[config.mk]
export PLATFORM = sky130hd
export DESIGN_NAME = rcm_queue
export DESIGN_NICKNAME = d
export VERILOG_FILES = /design/src/hdl/assert_macros.svh /design/src/hdl/rcm_pkg.sv /design/src/hdl/rcm_queue.sv
export SDC_FILE = /design/constraint.sdc
export NUM_CORES = 1
export LEC_CHECK = 0
export BUFFER_PORTS_ARGS = -buffer_cell sky130_fd_sc_hd__clkbuf_2
export CORE_MARGIN = 5
export CORE_UTILIZATION = 50
export CTS_CLUSTER_DIAMETER = 200
export DETAILED_ROUTE_END_ITERATION = 12
export MAX_ROUTING_LAYER = met4
export PLACE_DENSITY = 0.69
export SYNTH_ARGS = -nofsm -noshare
export SYNTH_HDL_FRONTEND = slang
export SYNTH_SLANG_ARGS = --single-unit
[constraint.sdc]
create_clock -name clk -period 2.7 [get_ports clk]
set_input_delay 0.54 -clock clk [delete_from_list [all_inputs] [get_ports clk]]
set_output_delay 0.54 -clock clk [all_outputs]
set_load 0.01 [all_outputs]
[src/hdl/assert_macros.svh]
// assertion helpers, clocked on clk and disabled while rst_n is low
`ifndef ASSERT_MACROS_SVH
`define ASSERT_MACROS_SVH

`define RCM_ASSERT_ALWAYS(lbl, expr, msg) \
  lbl: assert property (@(posedge clk) disable iff (!rst_n) (expr)) else $error(msg);

`define RCM_ASSERT_NEXT(lbl, pre, post, msg) \
  lbl: assert property (@(posedge clk) disable iff (!rst_n) (pre) |=> (post)) else $error(msg);

`endif

[src/hdl/rcm_pkg.sv]
`timescale 1ns / 1ps
`default_nettype none
package rcm_pkg;

  localparam int MAX_REGION_PIXELS = 4096;
  localparam int QDEPTH = 4;
  localparam int QPTR_W = 2;
  localparam int QCNT_W = 3;
  localparam int DIV_NUM_W = 64;
  localparam int DIV_DEN_W = 40;
  localparam int DIV_CNT_W = 6;

  localparam logic [2:0] CFG_IMAGE_WIDTH = 3'd0;
  localparam logic [2:0] CFG_X_ORIGIN    = 3'd1;
  localparam logic [2:0] CFG_Y_ORIGIN    = 3'd2;
  localparam logic [2:0] CFG_FLUX_SCALE  = 3'd3;
  localparam logic [2:0] CFG_PEAK_MODE   = 3'd4;

  localparam logic [12:0] RST_IMAGE_WIDTH = 13'd1024;
  localparam logic [15:0] RST_FLUX_SCALE  = 16'd256;

  typedef struct packed {
    logic [23:0]        pixel_index;
    logic signed [19:0] sample;
    logic               last_pixel;
  } pixel_in_t;

  typedef struct packed {
    logic [23:0]        center_y;
    logic [23:0]        center_x;
    logic [23:0]        spread_y;
    logic [23:0]        spread_x;
    logic signed [39:0] flux_total;
    logic signed [27:0] max_flux;
    logic [12:0]        pixel_total;
    logic               zero_flux;
  } result_t;

  typedef struct packed {
    logic [12:0] image_width;
    logic [15:0] x_origin;
    logic [15:0] y_origin;
    logic [15:0] flux_scale;
    logic        peak_mode;
  } cfg_t;

  // one classified pixel between front and back
  typedef struct packed {
    logic [15:0]        gx;
    logic [15:0]        gy;
    logic signed [27:0] flux;
    logic               last;
  } ent_t;

  typedef struct packed {
    logic              full;
    logic              valid;
    logic [QCNT_W-1:0] count;
  } q_status_t;

endpackage
`default_nettype wire

[src/hdl/rcm_queue.sv]
`timescale 1ns / 1ps
`default_nettype none
module rcm_queue (
  input  wire logic              clk,
  input  wire logic              rst_n,
  input  wire logic              push,
  input  wire rcm_pkg::ent_t     push_data,
  input  wire logic              pop,
  output rcm_pkg::ent_t          head,
  output rcm_pkg::q_status_t     status
);
  rcm_pkg::ent_t mem_r [rcm_pkg::QDEPTH];
  logic [rcm_pkg::QPTR_W-1:0] wp_r, wp_nxt, rp_r, rp_nxt;
  logic [rcm_pkg::QCNT_W-1:0] cnt_r, cnt_nxt;

  always_comb begin
    wp_nxt = push ? wp_r + 1'b1 : wp_r;
    rp_nxt = pop ? rp_r + 1'b1 : rp_r;
    cnt_nxt = cnt_r;
    if (push && !pop) cnt_nxt = cnt_r + 1'b1;
    else if (pop && !push) cnt_nxt = cnt_r - 1'b1;
  end

  always_ff @(posedge clk) begin
    if (!rst_n) begin
      wp_r <= '0;
      rp_r <= '0;
      cnt_r <= '0;
    end else begin
      wp_r <= wp_nxt;
      rp_r <= rp_nxt;
      cnt_r <= cnt_nxt;
    end
    if (push) mem_r[wp_r] <= push_data;
  end

  assign head = mem_r[rp_r];
  assign status.count = cnt_r;
  assign status.valid = (cnt_r != '0);
  assign status.full = (cnt_r == rcm_pkg::QCNT_W'(rcm_pkg::QDEPTH));
endmodule
`default_nettype wire

After elaboration in Yosys (flattened, before gate mapping)
Memories as Yosys holds them, arrays and structs flattened. A register that Yosys moved wholly into a read port is not among the register bits.
Index checks and enable logic that the tools add are counted.
{"block": "word_totals", "latchBits": 0, "mem_bits_ro": 0, "ramBits": 244, "register_bits": 7, "n_memories": 1, "input_bits": 65, "output_inout_bits": 66}
{"block": "op_classes", "order_cmp": 0, "addsub": 4, "eq_ne": 1, "reduce_logical": 6, "mux": 6, "div_mod_pow": 0, "bitwise": 0, "shift": 0, "mul": 0}
{"name": "mem_r", "depth": 4, "width": 61, "rd": 1, "rd_ports_with_merged_regs": 1, "wr": 1, "line_no": "rcm_queue.sv:12", "text": "rcm_pkg::ent_t mem_r [rcm_pkg::QDEPTH];"}
{"operator": "2-to-1 mux 3 bit", "n": 2}
{"operator": "adder 2 x 1 -> 2 bit, second input constant", "n": 2}
{"operator": "2-to-1 mux 2 bit", "n": 2}
{"operator": "adder 3 x 1 -> 3 bit, second input constant", "n": 1}
{"operator": "== test 3 bit, second input constant", "n": 1}
{"operator": "nonzero test 3 bit", "n": 1}
{"operator": "subtractor 3 x 1 -> 3 bit, second input constant", "n": 1}
{"operator": "logical AND 1 bit", "n": 2}
{"operator": "zero test 1 bit", "n": 2}
{"operator": "2-to-1 mux 1 bit", "n": 2}
{"operator": "nonzero test 2 bit", "n": 1}

Longest topological paths before layout
Gate-level depths: netlist (run 1).
{"block": "depth", "ltp_word": 4, "ltp_mapped": 7}

Least setup slack after synthesis (run 1)
OpenSTA, ideal clock, no wires.
{"block": "synth_path", "path_type": "input port to flip-flop", "from": "input push", "to": "memory mem_r[0][0] (netlist bit) (enable)", "setup_time_ns": 0.425, "slack_ns": 0.295, "arrival_time_ns": 1.980, "path_stages": 1, "required_ns": 2.275, "cell_sequence": "and2_1"}
{"block": "synth_between", "elab_chain_len": 2}
{"item": "start, declared", "line_no": "rcm_queue.sv:6", "text": "input wire logic push,"}
{"item": "2-to-1 mux 1 bit", "line_no": "rcm_queue.sv:34", "text": "if (push) mem_r[wp_r] <= push_data;"}
{"item": "2-to-1 mux 1 bit (implied by the code)", "line_no": "rcm_queue.sv:34"}
{"item": "end, declared", "line_no": "rcm_queue.sv:12"}
No other way between the ends.

==> results of run 1 <==
==> registers in the layout, indices dropped and copies added, names as in the netlist, named ones only <==
signal  cells
rp_r        2
wp_r        2
mem_r     244
cnt_r       3
==> metrics by stage <==
stage / utilization [%] / instance area, µm² / total power [mW]
floorplan: - / 9320 / 5.17
global placement: 55.5 / 10300 / 5.49
detailed placement: 55.5 / 10300 / 5.52
CTS: 60.1 / 11100 / 9.06
global route: 60.1 / 11100 / 9.31
finish: 60.1 / 11100 / 8.93
==> power breakdown <==
| group | switching, mW | total (mW) | leakage (nW) | internal, mW |
|---|---|---|---|---|
| combinational | 0.437 | 0.836 | 1.10 | 0.400 |
| sequential | 0.0752 | 4.58 | 2.32 | 4.51 |
| clock | 1.34 | 3.52 | 0.422 | 2.17 |
| total | 1.86 | 8.93 | 3.84 | 7.08 |
==> routing by layer <==
layer  global-route usage (%)  part of all wire (%)  wire length, µm
met1                     21.8                    43             7160
met3                     3.17                   5.9              987
met2                     26.8                    50             8300
met5                        -                     0                0
met4                     3.62                   1.6              273
==> final timing paths <==
path	start	endpoint	slack, ps	cells past startpoint
worst max-delay path	flip-flop	head[54]	150	3
worst min-delay path	push_data[26]	mem_r[0][26]$_DFFE_PP_	250	1
worst max register to register	wp_r[0]$_SDFFE_PN0P_	mem_r[0][17]$_DFFE_PP_	1000	4
worst min register to register	wp_r[1]$_SDFFE_PN0P_	wp_r[1]$_SDFFE_PN0P_	560	2
==> area by class of cell <==
type / instances / area share (%)
flip-flops and latches: 253 / 67.5
multi-input cells: 91 / 14.7
repair buffers: 143 / 7.28
clock buffers: 37 / 6.58
well taps: 234 / 2.63
clock inverters: 11 / 1.17
inverters: 4 / 0.135
diodes: 1 / 0.0225
==> layout by cell type, fill, tap and decap left out, types with 3 or more instances in the layout <==
cell and count:
inv_1 4, clkbuf_2 130, mux4_2 60, clkbuf_1 8, clkinv_2 5, xor2_1 3, clkbuf_16 27, ha_1 5
buf_4 8, and2_4 4, and2_1 5, bufinv_16 3, buf_12 5, dfxtp_1 7, edfxtp_1 244
==> worst max-delay path, cell delays in order (launching register included) <==
cell,delay (ps)
dfxtp_4,490
buf_4,320
mux4_2,540
clkbuf_2,150
==> logic make-up after synthesis <==
group / share of synthesized area (%)
AOI/OAI and AO/OA: 0.134
xor gates and xnor gates: 0.470
adders and majority gates: 0.886
buffers and inverters: 1.93
DFF: 80.6
muxes: 15.0
and+or+nand+nor: 0.994
==> impl_metrics.toml, run 1 <==
[cells_and_area]
drive_gt1_share_pct = 45.8
nFillCells = 1307
regArea_um2 = 7510
stdcell_count = 774
multi_input_area_um2 = 1640
final_nets = 590
syn_to_final_growth_pct = 19.6

[grt]
grt_pass1_vias = 4668
grt_first_pass_wirelength_um = 26700
antenna_found_initial = 1
grtUsageTotal_pct = 16.4
grt_max_degree = 37
grt-ovfl-total = 0

[floorplan]
row_count = 50
io_pins = 131
die_area_um2 = 21500
core_area_um2 = 18500
die_x_um = 147
start_util_pct = 50.3
die_y_um = 147

[synthesis]
synth_common_cells = "edfxtp_1 (244), mux4_2 (60), and2_1 (9), dfxtp_1 (9)"
synth_seq_area_share_pct = 80.6
synth.distinct_cells = 21
yosys_register_bits = 253
synth_top_area_share_pct = 78.6
synth_most_common_cell = "edfxtp_1"
synthTopCellsByArea = "edfxtp_1 (79%), mux4_2 (15%), dfxtp_1 (1.9%)"
ys_warn_count = 0
synth_area_leader_cell = "edfxtp_1"
avgSynthCellArea_um2 = 25.7
synthCells = 362
synthFlopType = "edfxtp_1"
ys_async_sr_fraction_pct = 0
synth_edf_count = 244
syn_area_um2 = 9320
synth_nets = 433

[job]
maxCapViolations = 0

[placed_design]
pre_cts_slack_ps = 573
hpwl_um = 10600
portBuffers = 130
post-place-cells = 725
routabilityCongestion = 0.713

[power]
p_leak_nw = 3.84
ir_drop_v = 0.000509
powerDensity_nw_per_um2 = 802

[routing]
avgRoutedWirePerCell_um = 21.6
ant_nets = 0
first_iter_violations = 224
drc = 0
viasPerCell = 5.46
wl_um = 16700
via_count = 4223
drtPass1Iterations = 6

[sta]
whs_ps = 251
setup_violations = 0
fin_ws_ps = 154
tightest_slew_ps = 465
rsz0062_at_grt = "no"
fin_crit_sh_pct = 94.3
slew_headroom_pct = 69.0
finalHoldViolCount = 0
finalCriticalPeriod_ps = 2550
max_freq_ghz = 0.393
fin_skew_ps = 5.28
slew_viol_final = 0
finalSetupTns_ps = 0

[status]
status = "completed"

[cts]
cts_num_sinks = 253
post_cts_buffers = 0
htreeDepth = 1
clock_latency_ps = 500
cts_tree = "done"
clk_pin_slew_ps = 60
cts_hold_buf = 0
cts-buffers-inserted = 26
post_cts_resized = 0
root_buffer = "clkbuf_16"
clk_path_buf_depth = 3

[critical_path]
crit_type = "flip-flop to output pin"
end_kind = "output pin"
path_max_fanout = 13
worstPathRequired_ps = 2160
start_kind = "flip-flop"
cp.arrival_ps = 2010

[hold_path]
worstHoldPathType = "primary input to flip-flop"
Note: power is estimated with default switching activity, not from simulation.
==> run 2: changes to the inputs <==
--- a/config.mk
+++ b/config.mk
@@ -6,6 +6,7 @@
 export NUM_CORES = 1
 export LEC_CHECK = 0
 export BUFFER_PORTS_ARGS = -buffer_cell sky130_fd_sc_hd__clkbuf_2
+export CORE_ASPECT_RATIO = 1.2
 export CORE_MARGIN = 5
 export CORE_UTILIZATION = 50
 export CTS_CLUSTER_DIAMETER = 200
==> run 2 against run 1 <==
  * Global-route usage down 0.46 points
  * Critical path type unchanged
  * Sequential power about the same
  * Largest cell class unchanged
  * Flip-flop and latch count unchanged
  * Critical endpoint is now head[41]
  * Clock skew up 3.8 ps
==> impl_metrics.toml, run 2 (same netlist as run 1, synthesis figures left out) <==
[power]
powerDensity_nw_per_um2 = 785
p_leak_nw = 3.86
ir_drop_v = 0.000518

[cells_and_area]
final_util_pct = 61.2
largest_reg_flops = 244
final_common_cell = "edfxtp_1"
syn_to_final_growth_pct = 19.8
final_nets = 599
nFillCells = 1294
reg.largest.list = "mem_r: 244 flops, cnt_r: 3 flops"
layout_common_cells = "edfxtp_1 (244), clkbuf_2 (130), mux4_2 (60)"
drive_gt1_share_pct = 46.7
top_register = "mem_r"

[critical_path]
crit_type = "flip-flop to output pin"
worstPathRequired_ps = 2160
worstReg2RegStart = "wp_r[0]$_SDFFE_PN0P_"
path_max_fanout = 16
rrSetupSlack_ps = 1100
r2r_end = "mem_r[0][8]$_DFFE_PP_"
end_kind = "output pin"
cp.arrival_ps = 1900
rr_worst_depth = 4
start_kind = "flip-flop"

[routing]
drc = 0
avgRoutedWirePerCell_um = 21.2
drtPass1Iterations = 4
via_count = 4169
ant_nets = 0
wl_um = 16400
first_iter_violations = 280
viasPerCell = 5.40

[cts]
htreeDepth = 1
clk_path_buf_depth = 3
post_cts_resized = 0
cts-buffers-inserted = 24
cts_tree = "done"
clk_pin_slew_ps = 60
clock_latency_ps = 500
cts_num_sinks = 253
root_buffer = "clkbuf_16"

[floorplan]
io_pins = 131
start_util_pct = 51.1
die_x_um = 135
core_area_um2 = 18200
die_area_um2 = 21500
die_y_um = 160
row_count = 54

[placed_design]
routabilityCongestion = 0.742
portBuffers = 130
hpwl_um = 10200

[sta]
finalHoldViolCount = 0
setup_violations = 0
fin_skew_ps = 9.10
slew_viol_final = 0
finalSetupTns_ps = 0
fin_crit_sh_pct = 90.5
finalCriticalPeriod_ps = 2440
rsz0062_at_grt = "no"
tightest_slew_ps = 558
slew_headroom_pct = 62.8
max_freq_ghz = 0.409

[hold_path]
hold_depth = 1
min_from = "push_data[39]"
holdPathEnd = "mem_r[0][39]$_DFFE_PP_"
worstHoldPathType = "primary input to flip-flop"

[grt]
antenna_found_initial = 2
grt_max_degree = 48
grt_pass1_vias = 4509
grt_first_pass_wirelength_um = 25800
grt-ovfl-total = 0
grtUsageTotal_pct = 15.9

[status]
status = "completed"

[job]
maxCapViolations = 0
run 2: changes by cell type in the layout (fill, tap and decap cells not counted), sizes merged:
| cell | before | now |
|---|---|---|
| clkbuf | 167 | 159 |
| diode | 1 | 2 |
| buf | 13 | 24 |
| clkinvlp | 1 | 2 |
| clkinv | 7 | 10 |
run 2: critical path: stages (launching register included):
cell	delay [ps]
dfxtp_4	510
buf_12	210
mux4_2	520
clkbuf_2	160
run 2: timing repair:
action                                  CTS  global route
endpoints found under the hold margin     0             0
setup buffers                             0            11
hold buffers                              0             0
endpoints found under the setup margin    0             6
run 2: how the worst max path moves through the flow:
stage,to,slack (ps),cells after the start
2_1_floorplan,mem_r[0][0]$_DFFE_PP_,300,1
3_5_place_dp,cnt_r[2]$_SDFFE_PN0P_,570,7
3_3_place_gp,head[10],610,3
5_1_grt,head[50],170,3
4_1_cts,head[57],70,3
6_report,head[41],260,3
run 2: area by class of cell:
cell class | count | area, µm² | share of cell area, %
diodes | 2 | 5.00 | 0.0448
multi-input cells | 91 | 1640 | 14.7
clock inverters | 15 | 149 | 1.33
well taps | 224 | 280 | 2.51
clock buffers | 29 | 641 | 5.74
inverters | 4 | 15.0 | 0.135
flip-flops and latches | 253 | 7510 | 67.3
repair buffers | 154 | 918 | 8.23
run 2: metrics by stage:
stage          cell area [µm²]  hold WS, ps  power (mW)  std cells  setup WS [ps]
2_1_floorplan             9320          524        5.17        362            295
3_3_place_gp             10300          500        5.50        715            611
3_5_place_dp             10300          514        5.53        715            567
4_1_cts                  11100          235        8.85        759           71.9
5_1_grt                  11200          235        9.11        772            165
6_report                 11200          254        8.76        772            258
run 2: metal layers:
layer | share of wire, % | GRT usage [%]
met5 | 0 | -
met1 | 41 | 20.5
met3 | 4.7 | 3.00
met2 | 53 | 26.5
met4 | 1.7 | 3.94
run 2: power by group:
part | switching (mW) | internal, mW
logic | 0.452 | 0.429
clock network | 1.34 | 1.98
registers | 0.0599 | 4.51
