### src/hdl/assert_macros.svh
// assertion helpers, clocked on clk and disabled while rst_n is low
`ifndef ASSERT_MACROS_SVH
`define ASSERT_MACROS_SVH

`define RCM_ASSERT_ALWAYS(lbl, expr, msg) \
  lbl: assert property (@(posedge clk) disable iff (!rst_n) (expr)) else $error(msg);

`define RCM_ASSERT_NEXT(lbl, pre, post, msg) \
  lbl: assert property (@(posedge clk) disable iff (!rst_n) (pre) |=> (post)) else $error(msg);

`endif

### src/hdl/rcm_pkg.sv
`timescale 1ns / 1ps
`default_nettype none
package rcm_pkg;

  localparam int MAX_REGION_PIXELS = 4096;
  localparam int QDEPTH = 4;
  localparam int QPTR_W = 2;
  localparam int QCNT_W = 3;
  localparam int DIV_NUM_W = 64;
  localparam int DIV_DEN_W = 40;
  localparam int DIV_CNT_W = 6;

  localparam logic [2:0] CFG_IMAGE_WIDTH = 3'd0;
  localparam logic [2:0] CFG_X_ORIGIN    = 3'd1;
  localparam logic [2:0] CFG_Y_ORIGIN    = 3'd2;
  localparam logic [2:0] CFG_FLUX_SCALE  = 3'd3;
  localparam logic [2:0] CFG_PEAK_MODE   = 3'd4;

  localparam logic [12:0] RST_IMAGE_WIDTH = 13'd1024;
  localparam logic [15:0] RST_FLUX_SCALE  = 16'd256;

  typedef struct packed {
    logic [23:0]        pixel_index;
    logic signed [19:0] sample;
    logic               last_pixel;
  } pixel_in_t;

  typedef struct packed {
    logic [23:0]        center_y;
    logic [23:0]        center_x;
    logic [23:0]        spread_y;
    logic [23:0]        spread_x;
    logic signed [39:0] flux_total;
    logic signed [27:0] max_flux;
    logic [12:0]        pixel_total;
    logic               zero_flux;
  } result_t;

  typedef struct packed {
    logic [12:0] image_width;
    logic [15:0] x_origin;
    logic [15:0] y_origin;
    logic [15:0] flux_scale;
    logic        peak_mode;
  } cfg_t;

  // one classified pixel between front and back
  typedef struct packed {
    logic [15:0]        gx;
    logic [15:0]        gy;
    logic signed [27:0] flux;
    logic               last;
  } ent_t;

  typedef struct packed {
    logic              full;
    logic              valid;
    logic [QCNT_W-1:0] count;
  } q_status_t;

endpackage
`default_nettype wire

### src/hdl/rcm_front.sv
`timescale 1ns / 1ps
`default_nettype none
module rcm_front (
  input  wire logic               clk,
  input  wire logic               rst_n,
  input  wire rcm_pkg::cfg_t      cfg,
  input  wire logic               in_valid,
  output logic                    in_stall,
  input  wire rcm_pkg::pixel_in_t in_data,
  output logic                    push,
  output rcm_pkg::ent_t           push_data,
  input  wire logic               q_full
);
  typedef enum logic [2:0] {
    F_IDLE = 3'b001,
    F_DIV  = 3'b010,
    F_PUSH = 3'b100
  } fstate_t;

  fstate_t state_r, state_nxt;
  logic [23:0] num_r, num_nxt;
  logic [12:0] rem_r, rem_nxt;
  logic [4:0]  cnt_r, cnt_nxt;
  logic        last_r, last_nxt;
  logic signed [36:0] prod_r, prod_nxt;
  logic [12:0] w;
  logic [13:0] sh;
  logic        ge;
  logic signed [27:0] flux_sat;

  assign w = (cfg.image_width == '0) ? 13'd1 : cfg.image_width;
  assign sh = {rem_r, num_r[23]};
  assign ge = (sh >= {1'b0, w});

  always_comb begin
    if (prod_r > 37'sd134217727) flux_sat = 28'sh7FFFFFF;
    else if (prod_r < -37'sd134217728) flux_sat = -28'sh8000000;
    else flux_sat = prod_r[27:0];
  end

  always_comb begin
    state_nxt = state_r;
    num_nxt = num_r;
    rem_nxt = rem_r;
    cnt_nxt = cnt_r;
    last_nxt = last_r;
    prod_nxt = prod_r;
    push = 1'b0;
    case (state_r)
      F_IDLE: begin
        if (in_valid) begin
          num_nxt = in_data.pixel_index;
          rem_nxt = '0;
          cnt_nxt = 5'd23;
          last_nxt = in_data.last_pixel;
          prod_nxt = in_data.sample * $signed({1'b0, cfg.flux_scale});
          state_nxt = F_DIV;
        end
      end
      F_DIV: begin
        rem_nxt = ge ? 13'(sh - {1'b0, w}) : sh[12:0];
        num_nxt = {num_r[22:0], ge};
        cnt_nxt = cnt_r - 1'b1;
        if (cnt_r == '0) state_nxt = F_PUSH;
      end
      F_PUSH: begin
        if (!q_full) begin
          push = 1'b1;
          state_nxt = F_IDLE;
        end
      end
      default: state_nxt = F_IDLE;
    endcase
  end

  // quotient is local y, remainder local x
  assign push_data.gx = 16'({3'b000, rem_r} + cfg.x_origin);
  assign push_data.gy = num_r[15:0] + cfg.y_origin;
  assign push_data.flux = flux_sat;
  assign push_data.last = last_r;
  assign in_stall = (state_r != F_IDLE);

  always_ff @(posedge clk) begin
    if (!rst_n) begin
      state_r <= F_IDLE;
    end else begin
      state_r <= state_nxt;
    end
    num_r <= num_nxt;
    rem_r <= rem_nxt;
    cnt_r <= cnt_nxt;
    last_r <= last_nxt;
    prod_r <= prod_nxt;
  end
endmodule
`default_nettype wire

### config.mk
export PLATFORM = sky130hd
export DESIGN_NAME = rcm_front
export DESIGN_NICKNAME = d
export VERILOG_FILES = /design/src/hdl/assert_macros.svh /design/src/hdl/rcm_pkg.sv /design/src/hdl/rcm_front.sv
export SDC_FILE = /design/constraint.sdc
export NUM_CORES = 1
export LEC_CHECK = 0
export BUFFER_PORTS_ARGS = -buffer_cell sky130_fd_sc_hd__buf_4
export CORE_AREA = 2 2 183 203
export DETAILED_ROUTE_END_ITERATION = 7
export DIE_AREA = 0 0 185 205
export HOLD_SLACK_MARGIN = 0.02
export PLACE_DENSITY = 0.75
export SLEW_MARGIN = 0
export SYNTH_ARGS = -nofsm -noshare
export SYNTH_HDL_FRONTEND = slang
export SYNTH_SLANG_ARGS = --single-unit
### constraint.sdc
create_clock -name clk -period 17 [get_ports clk]
set_input_delay 0.85 -clock clk [delete_from_list [all_inputs] [get_ports clk]]
set_output_delay 0.85 -clock clk [all_outputs]
set_load 0.05 [all_outputs]
**Word-level counts from Yosys, hierarchy flattened**

Index checks and enable logic that the tools add are counted.

- Memories: 0
- Memory bits (read-only): 0
- Bits of input ports: 111
- Register bits after elaboration: 83
- Latch bits: 0
- Output and inout port bits: 63
- Word-level logic and storage cells: 43
- RAM bits: 0

- Reductions and logical operators: 6
- Add/subtract/negate cells: 4
- Div/mod/pow operators: 0
- Bitwise logic cells: 0
- Mux-type cells: 16
- Eq/ne operators: 7
- $mul: 1
- Shifts and indexed selects: 0
- $lt $le $gt $ge: 3

Operators by type and width:

| kind | number |
|---|---|
| $mux 28 | 2 |
| $pmux 24 s2 | 1 |
| $mux 13 | 3 |
| $gt 37x28->1 const B | 1 |
| $lt 37x28->1 const B | 1 |
| $mul 20x17->37 | 1 |
| $pmux 13 s2 | 1 |
| $mux 24 | 1 |
| $add 13x16->16 | 1 |
| $add 16x16->16 | 1 |
| $ge 14x13->1 | 1 |
| $logic_not 13->1 | 1 |
| $sub 13x13->13 | 1 |
| $pmux 5 s2 | 1 |
| $mux 3 | 3 |
| $pmux 3 s3 | 1 |
| $ne 2x2->1 const B | 3 |
| $logic_not 5->1 | 1 |
| $mux 5 | 1 |
| $sub 5x1->5 const B | 1 |
| $reduce_and 2->1 | 2 |
| $eq 3x1->1 const B | 1 |
| $eq 3x2->1 const B | 1 |
| $eq 3x3->1 const B | 1 |
| 4 further kinds | 5 |

**Longest topological paths before layout**

Gate-level depths: netlist (run 1).

- Word-level depth: 5
- Gate-level depth with buffers: 24
- Mapped depth without buffers: 22

**Least setup slack after synthesis (run 1)**

Ideal clock, no wire load.

- Path kind: in2reg
- Start point: input cfg[3] (netlist name)
- End point: register prod_r[33] (data pin)
- Arrival time: 6.340 ns
- Setup time: 0.262 ns
- Path slack: 10.398 ns
- Buffers on the path: 2
- Cell stages on the path: 20
- Data required time: 16.738 ns
- Cells stage by stage: clkbuf_1 > nand2_1 > fa_1 > inv_1 > fa_1 > fa_1 > fa_1 > fa_1 > inv_1 > fa_1 > inv_1 > ha_1 > buf_2 > a21o_1 > a211oi_1 > a2111oi_0 > or4b_1 > nand2_1 > a211oi_1 > xnor2_1

- Longest elaborated chain between the ends: 1

Ends and longest elaborated chain:

| element | RTL line | text |
|---|---|---|
| from (decl) | rcm_front.sv:6 | `input wire rcm_pkg::cfg_t cfg,` |
| $mul 20x17->37 | rcm_front.sv:56 | `prod_nxt = in_data.sample * $signed({1'b0, cfg.flux_scale});` |
| to (signal assigned) | rcm_front.sv:93 | `prod_r <= prod_nxt;` |
| to (decl) | rcm_front.sv:25 | `logic signed [36:0] prod_r, prod_nxt;` |

Every way passes these cells.
A chain may end at the register's enable or synchronous reset.

**Final worst setup path (run 1)**

Same ends and word-level chain as after synthesis.

==> results.ini, run 1 <==
[status]
outcome=finished clean

[synth]
synth_cell_type_count=59
fraction_of_the_yosys_area_taken_by_sequential_cells_pct=13.9
ys_async_sr_fraction_pct=0
yosys_most_used_dff=edfxtp_1
netlist_area_sq_mm=0.0177
synth-edff-count=80
mappedNetlistNets=2555
postSynthCellCount=1985
syn_avg_cell_area_sq_um=8.91
yosys_warnings=0
synth-seq-cells=83

[clock_network]
tritoncts=done
cts.clk_slew.worst_paths_ps=60
insertion_delay_ps=350
ctsHtreeMaxLevel=3
ctsLongestPathBuffers=2
cts_num_sinks=83
cts-resized-gates=0
cts_inserted_buffers=9
cts.hold.buffers_added=0
clock-root-buffer=clkbuf_16
count_of_buffers_added_by_post_cts_timing_repair_for_setup=0

[setup_path]
timing.rr.start=rem_r[1]
cp-endpoint=prod_r[33]
arrival_ps=7050
ff2ff_setup_slack_ps=14190
reg_to_reg_end=rem_r[2]
cp_slowest_cell=fa_1
startpoint=cfg[3]
setup.worst_path.class=in2reg
crit_family=adder cells
critical_path.endpoint_type=flop
cp_cell_sequence=buf_4, nand2_1, fa_1, fa_1, inv_1, fa_1, fa_1, fa_1, inv_1, fa_1, inv_1, ha_1, a211oi_1, a2111oi_0, or4b_1, nand2_1, a211oi_1, xnor2_1
worst_setup_path_start_kind=input pin
worst-path-max-fanout=20
cpMostUsedCell=fa_1
worstRegToRegCells=8
path_length_in_cells_of_the_critical_path=18
timing.critical_path.slowest_cell_delay_ps=810
worstPathRequired_ps=17090
cp_buf_inv_count=4

[die]
core_area_sq_mm=0.0358
starting_density_pct=49.4
ios=174
rows=73
dieWidth_um=185
die_height_um=205
fp.dieArea_sq_mm=0.0379

[job]
cap_viol_max_count=0

[sta]
final-setup-viol-count=0
finalWorstPathRequiredPeriod_ps=6970
slew_headroom_pct=30.3
maxClockFrequency_mhz=144
worst-slew-pin-transition_ps=1050
slew_violations=0
final.hold.worst_slack_ps=500
final.period_utilization_pct=41.0
rsz0062_at_grt=false
final.setup.tns_ps=0
final-hold-violation-count=0
worst_clock_skew_ps=8.06
final.setup.worst_slack_ps=10030

[placement]
gp_routability_congestion=0.890
dp_hpwl_um=34200
placed_cells=2570
preCtsSetupSlack_ps=9720
io_buffer_count=172

[global_routing]
grt_pass1_wl_um=70600
grt_start_max_net_pins=43
grt_pass1_vias=15000
grt_antenna_before_repair=0
grt_usage_pct=23.5
grt_overflow_total=0

[layout]
fin_nets=2664
drive_gt1_share_pct=9.62
layout.cells.most_common=inv_1
antenna_cells=0
layout_common_cells=inv_1, nand2_1, fa_1, buf_4, ha_1
final.fill_count=3240
finalNonFillerCells=2586
area_delta_synth_final_pct=11.0

[routing]
drt_iter0_markers=737
first_pass_iters=6
post_drt_via_cell_ratio=5.35
wl_per_cell_um=16.4
postRouteAntennaNets=0
vias=13800
drc=0
wire_length_after_detailed_routing_um=42500

[worst_hold_path]
worst_hold_path_type=reg2reg

[Yosys cell counts (all sizes together) (3+ instances only)]
| cell type | number | area, sq um |
|---|---|---|
| inv | 447 | 1680 |
| nand2 | 325 | 1220 |
| fa | 324 | 6490 |
| ha | 135 | 1690 |
| and2 | 126 | 788 |
| edfxtp | 80 | 2400 |
| clkbuf | 74 | 278 |
| nor2 | 63 | 236 |
| a21oi | 56 | 280 |
| xnor2 | 51 | 447 |
| a21o | 44 | 330 |
| o21ai | 42 | 210 |
| nor3 | 19 | 95.1 |
| xor2 | 18 | 158 |
| a211oi | 15 | 113 |
| o21a | 15 | 113 |
| nand3 | 14 | 70.1 |
| a31oi | 13 | 81.3 |
| mux2i | 11 | 110 |
| nor2b | 11 | 68.8 |
| and3 | 8 | 50.1 |
| nor4 | 8 | 50.1 |
| nand4 | 7 | 43.8 |
| o21bai | 6 | 45.0 |
| o31ai | 6 | 50.1 |
| nand2b | 5 | 31.3 |
| nor3b | 5 | 37.5 |
| o211ai | 5 | 37.5 |
| a311oi | 4 | 35.0 |
| buf | 4 | 22.5 |
| a2111oi | 3 | 32.5 |
| a211o | 3 | 26.3 |
| a31o | 3 | 26.3 |
| dfxtp | 3 | 60.1 |
| o311ai | 3 | 26.3 |
| or4 | 3 | 22.5 |
[layout make-up]
type / instances / area (sq um) / area share, %
repair buffers: 176 / 1320 / 6.73
clock buffers: 10 / 229 / 1.17
clock inverters: 6 / 65.1 / 0.331
flip-flops and latches: 83 / 2460 / 12.5
inverters: 447 / 1680 / 8.55
multi-input cells: 1377 / 13300 / 67.6
well taps: 487 / 609 / 3.10
[metal layers]
layer / track usage [%] / part of all wire [%] / vias up
met3: 2.65 / 5.3 / 142
met4: 11.6 / 4.6 / 0
li1: - / - / 6331
met5: 0 / 0 / -
met1: 26.7 / 38 / 6930
met2: 43.4 / 53 / 445
[through the flow]
step / util (%) / area, sq um
2_1_floorplan: - / 17700
3_3_place_gp: 54.0 / 19300
3_5_place_dp: 54.0 / 19300
4_1_cts: 54.8 / 19600
5_1_grt: 54.8 / 19600
6_report: 54.8 / 19600
[cell families (layout without fill, tap and decap cells)]
family | after synthesis | count (layout) | share of synthesized area [%]
xor gates and xnor gates | 69 | 69 | 3.42
and+or+nand+nor | 603 | 603 | 15.8
muxes | 11 | 11 | 0.623
DFF | 83 | 83 | 13.9
AOI/OAI and AO/OA | 235 | 235 | 8.85
buffers and inverters | 525 | 639 | 11.2
adders and majority gates | 459 | 459 | 46.2
[worst min-delay path: stages, from the launching register on]
cell,delay (ps)
edfxtp_1,320
nand2_1,40
nand2_1,40
[how the worst min path moves through the flow]
| stage | start | to | slack (ps) | cells after the start |
|---|---|---|---|---|
| after global placement | num_r[19] | num_r[20] | 490 | 2 |
| after CTS | num_r[19] | num_r[20] | 500 | 2 |
| after floorplan | num_r[16] | num_r[17] | 480 | 2 |
| final | num_r[19] | num_r[20] | 500 | 2 |
| after detailed placement | num_r[19] | num_r[20] | 490 | 2 |
| after global routing | num_r[21] | num_r[22] | 540 | 2 |
[sequential cells by signal, summed over array words and instances, names as in the netlist]
name / count
state_r: 3
cnt_r: 5
last_r: 1
rem_r: 13
prod_r: 37
num_r: 24
Power of run 1 is not shown: default switching activity piles up to over one toggle a cycle in this logic, so the estimate is an artifact.
==> inputs of run 2 (changes only) <==
Clock period 17 ns to 6.45 ns, I/O delays scaled along.
==> run 2 against run 1 <==
Sequential share of layout area decreased by 0.068 points. Die area unchanged. Cell count rose by 0.50%. Wire length rose by 1.5%. Via count shrank 0.21%. Clock skew shrank 0.77 ps. Register-to-register slack worse by 11000 ps. Critical path type unchanged. Critical endpoint is now prod_r[31]. Largest cell class unchanged.
==> results.ini, run 2 (synthesized netlist as in run 1, its figures left out) <==
[status]
outcome=finished clean

[routing]
post_drt_via_cell_ratio=5.32  ; -0.71%
wl_per_cell_um=16.6  ; +1.0%
wire_length_after_detailed_routing_um=43200  ; +1.5%
vias=13800  ; -0.21%
drc=0  ; unchanged
postRouteAntennaNets=0  ; unchanged
topRoutingLayerUsed=met4
met2WireLength_um=22500  ; +0.80%
first_pass_iters=5  ; -1
wl_met3_um=2390  ; +5.6%
met1_length_um=16500  ; +3.2%
drt_iter0_markers=650  ; -12%

[layout]
number_of_flip_flops_in_the_largest_register=37  ; unchanged
layout_top_registers=prod_r: 37 flops, num_r: 24 flops, rem_r: 13 flops
antenna_cells=0  ; unchanged
area_delta_synth_final_pct=11.6
drive_gt1_share_pct=10.2  ; +0.56 points
final.fill_count=3233  ; -0.22%
layout.cells.most_common=inv_1
fin_nets=2677  ; +0.49%
regMostFlops=prod_r
layout_common_cells=inv_1, nand2_1, fa_1, buf_4, ha_1

[setup_path]
arrival_ps=6210  ; -840 ps
worstPathRequired_ps=6540  ; -10550 ps
worst_setup_path_start_kind=input pin
critical_path.endpoint_type=flop
worstRegToRegCells=10  ; +2
worst-path-max-fanout=16  ; -20%
setup.worst_path.class=in2reg

[clock_network]
cts.hold.buffers_added=0  ; unchanged
tritoncts=done
cts_num_sinks=83  ; unchanged
cts-resized-gates=0  ; unchanged
clock-root-buffer=clkbuf_16
insertion_delay_ps=340  ; about the same
cts_inserted_buffers=9  ; unchanged
ctsLongestPathBuffers=2  ; unchanged
cts.clk_slew.worst_paths_ps=60  ; about the same
count_of_buffers_added_by_post_cts_timing_repair_for_setup=0  ; unchanged
ctsHtreeMaxLevel=3  ; unchanged

[worst_hold_path]
hold_path_depth=1  ; -1
worst_hold_path_type=in2reg

[die]
die_height_um=205  ; unchanged
core_area_sq_mm=0.0358  ; unchanged
rows=73  ; unchanged
ios=174  ; unchanged
dieWidth_um=185  ; unchanged
starting_density_pct=49.4  ; unchanged
fp.dieArea_sq_mm=0.0379  ; unchanged

[global_routing]
grt_overflow_total=0  ; unchanged
grt_start_max_net_pins=43  ; unchanged
grt_pass1_wl_um=72000  ; +2.0%
grt_usage_pct=23.9  ; +0.38 points
grt_antenna_before_repair=0  ; unchanged
grt_pass1_vias=15100  ; +0.90%

[placement]
dp_hpwl_um=34700  ; +1.5%
io_buffer_count=172  ; unchanged
gp_routability_congestion=0.900  ; +1.1%

[sta]
worst_clock_skew_ps=7.29  ; -0.772 ps
final.period_utilization_pct=94.9
slew_violations=0  ; unchanged
rsz0062_at_grt=false
worst-slew-pin-transition_ps=1030  ; -15.5 ps
final.setup.tns_ps=0  ; unchanged
final-setup-viol-count=0  ; unchanged
finalWorstPathRequiredPeriod_ps=6120
maxClockFrequency_mhz=163
slew_headroom_pct=31.1  ; +0.79 points
final-hold-violation-count=0  ; unchanged

[job]
cap_viol_max_count=0  ; unchanged

[run 2: final timing paths]
kind	start	slack, ps	endpoint
setup / recovery	in_data[20]	330	prod_r[31]
hold / removal	in_data[0]	160	last_r
setup reg to reg	num_r[23]	3620	rem_r[3]
hold reg to reg	num_r[17]	510	num_r[18]
[run 2: area by class of cell]
cell class / count / area (sq um) / share of cell area, %
Multi-Input combinational cell: 1377 / 13300 / 67.2
Sequential cell: 83 / 2460 / 12.5
Inverter: 447 / 1680 / 8.50
Timing Repair Buffer: 189 / 1420 / 7.19
Tap cell: 487 / 609 / 3.09
Clock buffer: 10 / 229 / 1.16
Clock inverter: 6 / 73.8 / 0.374
[run 2: metrics by stage]
stage	hold WS, ps	std cells	area, sq um	worst slack (ps)	util, %
6_report	160	2599	19700	332	55.1
3_5_place_dp	498	2583	19400	55.9	54.3
2_1_floorplan	384	1985	17700	376	-
5_1_grt	151	2599	19700	51.4	55.1
3_3_place_gp	486	2583	19400	144	54.3
4_1_cts	143	2599	19700	416	55.1
[run 2: layer usage]
metal | vias to the layer above | global-route usage (%)
li1 | 6359 | -
met4 | 0 | 9.61
met5 | - | 0
met1 | 6873 | 27.7
met3 | 126 | 3.00
met2 | 461 | 44.3
[run 2: critical path, cell delays in order]
cell       delay, ps
buf_4            200
nand2_1          170
fa_1             760
inv_1            110
fa_1             540
fa_1             440
fa_1             500
fa_1             500
inv_1             50
fa_1             470
inv_1             40
ha_1             290
a21o_1           180
a211oi_1         120
a2111oi_0        610
or4b_1           510
nand2_1          130
a21oi_1          110
xnor2_1          130
Power of run 2 is left out for the same reason.
==> inputs of run 3 (changes only) <==
Settings changed: ABC_AREA set to 1, CORE_AREA 2 2 183 203 to 2 2 189 209, DIE_AREA 0 0 185 205 to 0 0 191 211.
==> run 3 against run 2 <==
Critical path depth rose by 1. Critical endpoint is now prod_r[36]. Area after synthesis rose by 6.8%. Global-route usage rose by 1.3 points. Largest cell class unchanged. Non-clock buffer count fell by 16. First-iteration DRC count rose by 18%. Fmax rose by 7.9%. Die area rose by 6.3%. Core utilization fell by 0.42 points. Via count rose by 14%.
==> results.ini, run 3 <==
[global_routing]
grt_pass1_vias=17000  ; +13%
grt_start_max_net_pins=43  ; unchanged
grt_antenna_before_repair=0  ; unchanged
grt_overflow_total=0  ; unchanged
grt_pass1_wl_um=80800  ; +12%
grt_usage_pct=25.2  ; +1.3 points

[sta]
final.setup.tns_ps=0  ; unchanged
worst-slew-pin-transition_ps=1070  ; +45.4 ps
maxClockFrequency_mhz=176  ; +7.9%
worst_clock_skew_ps=8.91  ; +1.62 ps
final-setup-viol-count=0  ; unchanged
slew_violations=0  ; unchanged
slew_headroom_pct=28.2  ; -3.0 points
finalWorstPathRequiredPeriod_ps=5670  ; -449 ps
final-hold-violation-count=0  ; unchanged
final.period_utilization_pct=87.9  ; -7.0 points
rsz0062_at_grt=false

[clock_network]
cts_inserted_buffers=9  ; unchanged
ctsLongestPathBuffers=2  ; unchanged
count_of_buffers_added_by_post_cts_timing_repair_for_setup=0  ; unchanged
cts.clk_slew.worst_paths_ps=60  ; about the same
cts_num_sinks=83  ; unchanged
tritoncts=done
ctsHtreeMaxLevel=3  ; unchanged
insertion_delay_ps=350  ; about the same
cts-resized-gates=0  ; unchanged
cts.hold.buffers_added=0  ; unchanged
clock-root-buffer=clkbuf_16

[job]
cap_viol_max_count=0  ; unchanged

[layout]
post-route-util_pct=54.7  ; -0.42 points
drive_gt1_share_pct=7.98  ; -2.2 points
fin_nets=3209  ; +20%
antenna_cells=0  ; unchanged
regMostFlops=prod_r
layout.cells.most_common=nand2_1
number_of_flip_flops_in_the_largest_register=37  ; unchanged
post-route-cell-area_sq_mm=0.0208  ; +5.3%
layout_common_cells=nand2_1, inv_1, fa_1, buf_4, ha_1
layout_top_registers=prod_r: 37 flops, num_r: 24 flops, rem_r: 13 flops
finalNonFillerCells=3144  ; +21%
area_delta_synth_final_pct=10.0

[synth]
yosys_most_used_dff=edfxtp_1
synth_cell_type_count=40  ; -32%
syn_avg_cell_area_sq_um=7.43  ; -17%
mappedNetlistNets=3113  ; +22%
yosys_warnings=0  ; unchanged
ys_async_sr_fraction_pct=0  ; unchanged
synth-seq-cells=83  ; unchanged
synth.cells.most_frequent=nand2_1, inv_1, fa_1
fraction_of_the_yosys_area_taken_by_sequential_cells_pct=13.0  ; -0.89 points
synth_top_cell_area_share_pct=34.3  ; -2.3 points
postSynthCellCount=2543  ; +28%
synth-xor-area-share_pct=2.41  ; -1.0 points
muxShareOfSynthArea_pct=0  ; -0.62 points
synth-edff-count=80  ; unchanged
synth_top_family_by_area=adder cells
synth-compound-area-share_pct=3.21  ; -5.6 points
yosys.cell_count.top_type=nand2_1
yosys-top-cells-area=fa_1, nand2_1, inv_1, edfxtp_1, ha_1
post_synthesis_adder_cell_area_fraction_pct=43.3  ; -3.0 points
post-synth-top-area-cell=fa_1
netlist_area_sq_mm=0.0189  ; +6.8%
synthSimpleGateAreaFrac_pct=22.1  ; +6.3 points

[die]
rows=75  ; +2.7%
die_height_um=211  ; +2.9%
core_area_sq_mm=0.0380  ; +6.1%
dieWidth_um=191  ; +3.2%
starting_density_pct=49.7  ; +0.32 points
fp.dieArea_sq_mm=0.0403  ; +6.3%
ios=174  ; unchanged

[routing]
postRouteAntennaNets=0  ; unchanged
vias=15800  ; +14%
drt_iter0_markers=766  ; +18%
post_drt_via_cell_ratio=5.02  ; -5.6%
drc=0  ; unchanged
wire_length_after_detailed_routing_um=47900  ; +11%
first_pass_iters=5  ; unchanged
wl_per_cell_um=15.2  ; -8.3%

[setup_path]
worst_setup_path_start_kind=input pin
arrival_ps=5770  ; -440 ps
timing.rr.start=state_r[0]
worst-path-max-fanout=20  ; +4
startpoint=cfg[3]
critical_path.endpoint_type=flop
setup.worst_path.class=in2reg
worstPathRequired_ps=6550  ; about the same

[placement]
placedInstanceArea_sq_mm=0.0205  ; +5.3%
io_buffer_count=172  ; unchanged
gp_routability_congestion=0.906  ; +0.67%
placed_cells=3128  ; +21%
dp_hpwl_um=39600  ; +14%

[status]
outcome=finished clean

[worst_hold_path]
worst_hold_path_type=in2reg
timing.hold.worst.start=in_data[0]

run 3: layout make-up:
type / instances / area (sq um)
Multi-Input combinational cell: 1667 / 13400
Tap cell: 500 / 626
Fill cell: 3572 / 17200
Inverter: 705 / 2650
Clock inverter: 7 / 98.8
Sequential cell: 83 / 2460
Clock buffer: 9 / 225
Timing Repair Buffer: 173 / 1300
run 3: path summary, 6_finish.rpt:
path                end  depth (start not counted)  slack, ps
max          prod_r[36]                         20        780
min              last_r                          1        150
max reg2reg    rem_r[8]                          6       3440
min reg2reg   num_r[23]                          2        520
run 3: cell families after synthesis:
kind of cell               Yosys count
AOI/OAI and AO/OA                  106
adders and majority gates          459
and+or+nand+nor                   1050
buffers and inverters              793
xor gates and xnor gates            52
DFF                                 83
run 3: critical path, cell delays in order:
cell and delay [ps]:
buf_4 260, nand2_1 190, fa_1 780, fa_1 500, inv_1 300, fa_1 500, fa_1 500, fa_1 490
inv_1 50, fa_1 470, inv_1 40, ha_1 400, nand2_1 100, inv_1 80, nand2_1 60, nor3_1 340
and2_1 210, a21oi_1 70, nand2_1 60, nand2_1 50
run 3: stage by stage:
step	worst slack, ps	hold WS [ps]
3_5_place_dp	437	506
2_1_floorplan	695	407
3_3_place_gp	488	499
6_report	781	150
5_1_grt	393	136
4_1_cts	790	142
run 3: metal layers:
metal / share of wire, % / wire length [um] / vias up / global-route usage, %
met5: 0 / 0 / - / 0
li1: - / - / 7522 / -
met2: 53 / 25400 / 470 / 47.6
met1: 37 / 18000 / 7649 / 28.2
met4: 4.1 / 1970 / 0 / 10.8
met3: 5.3 / 2550 / 144 / 3.06
Power of run 3 is left out for the same reason.
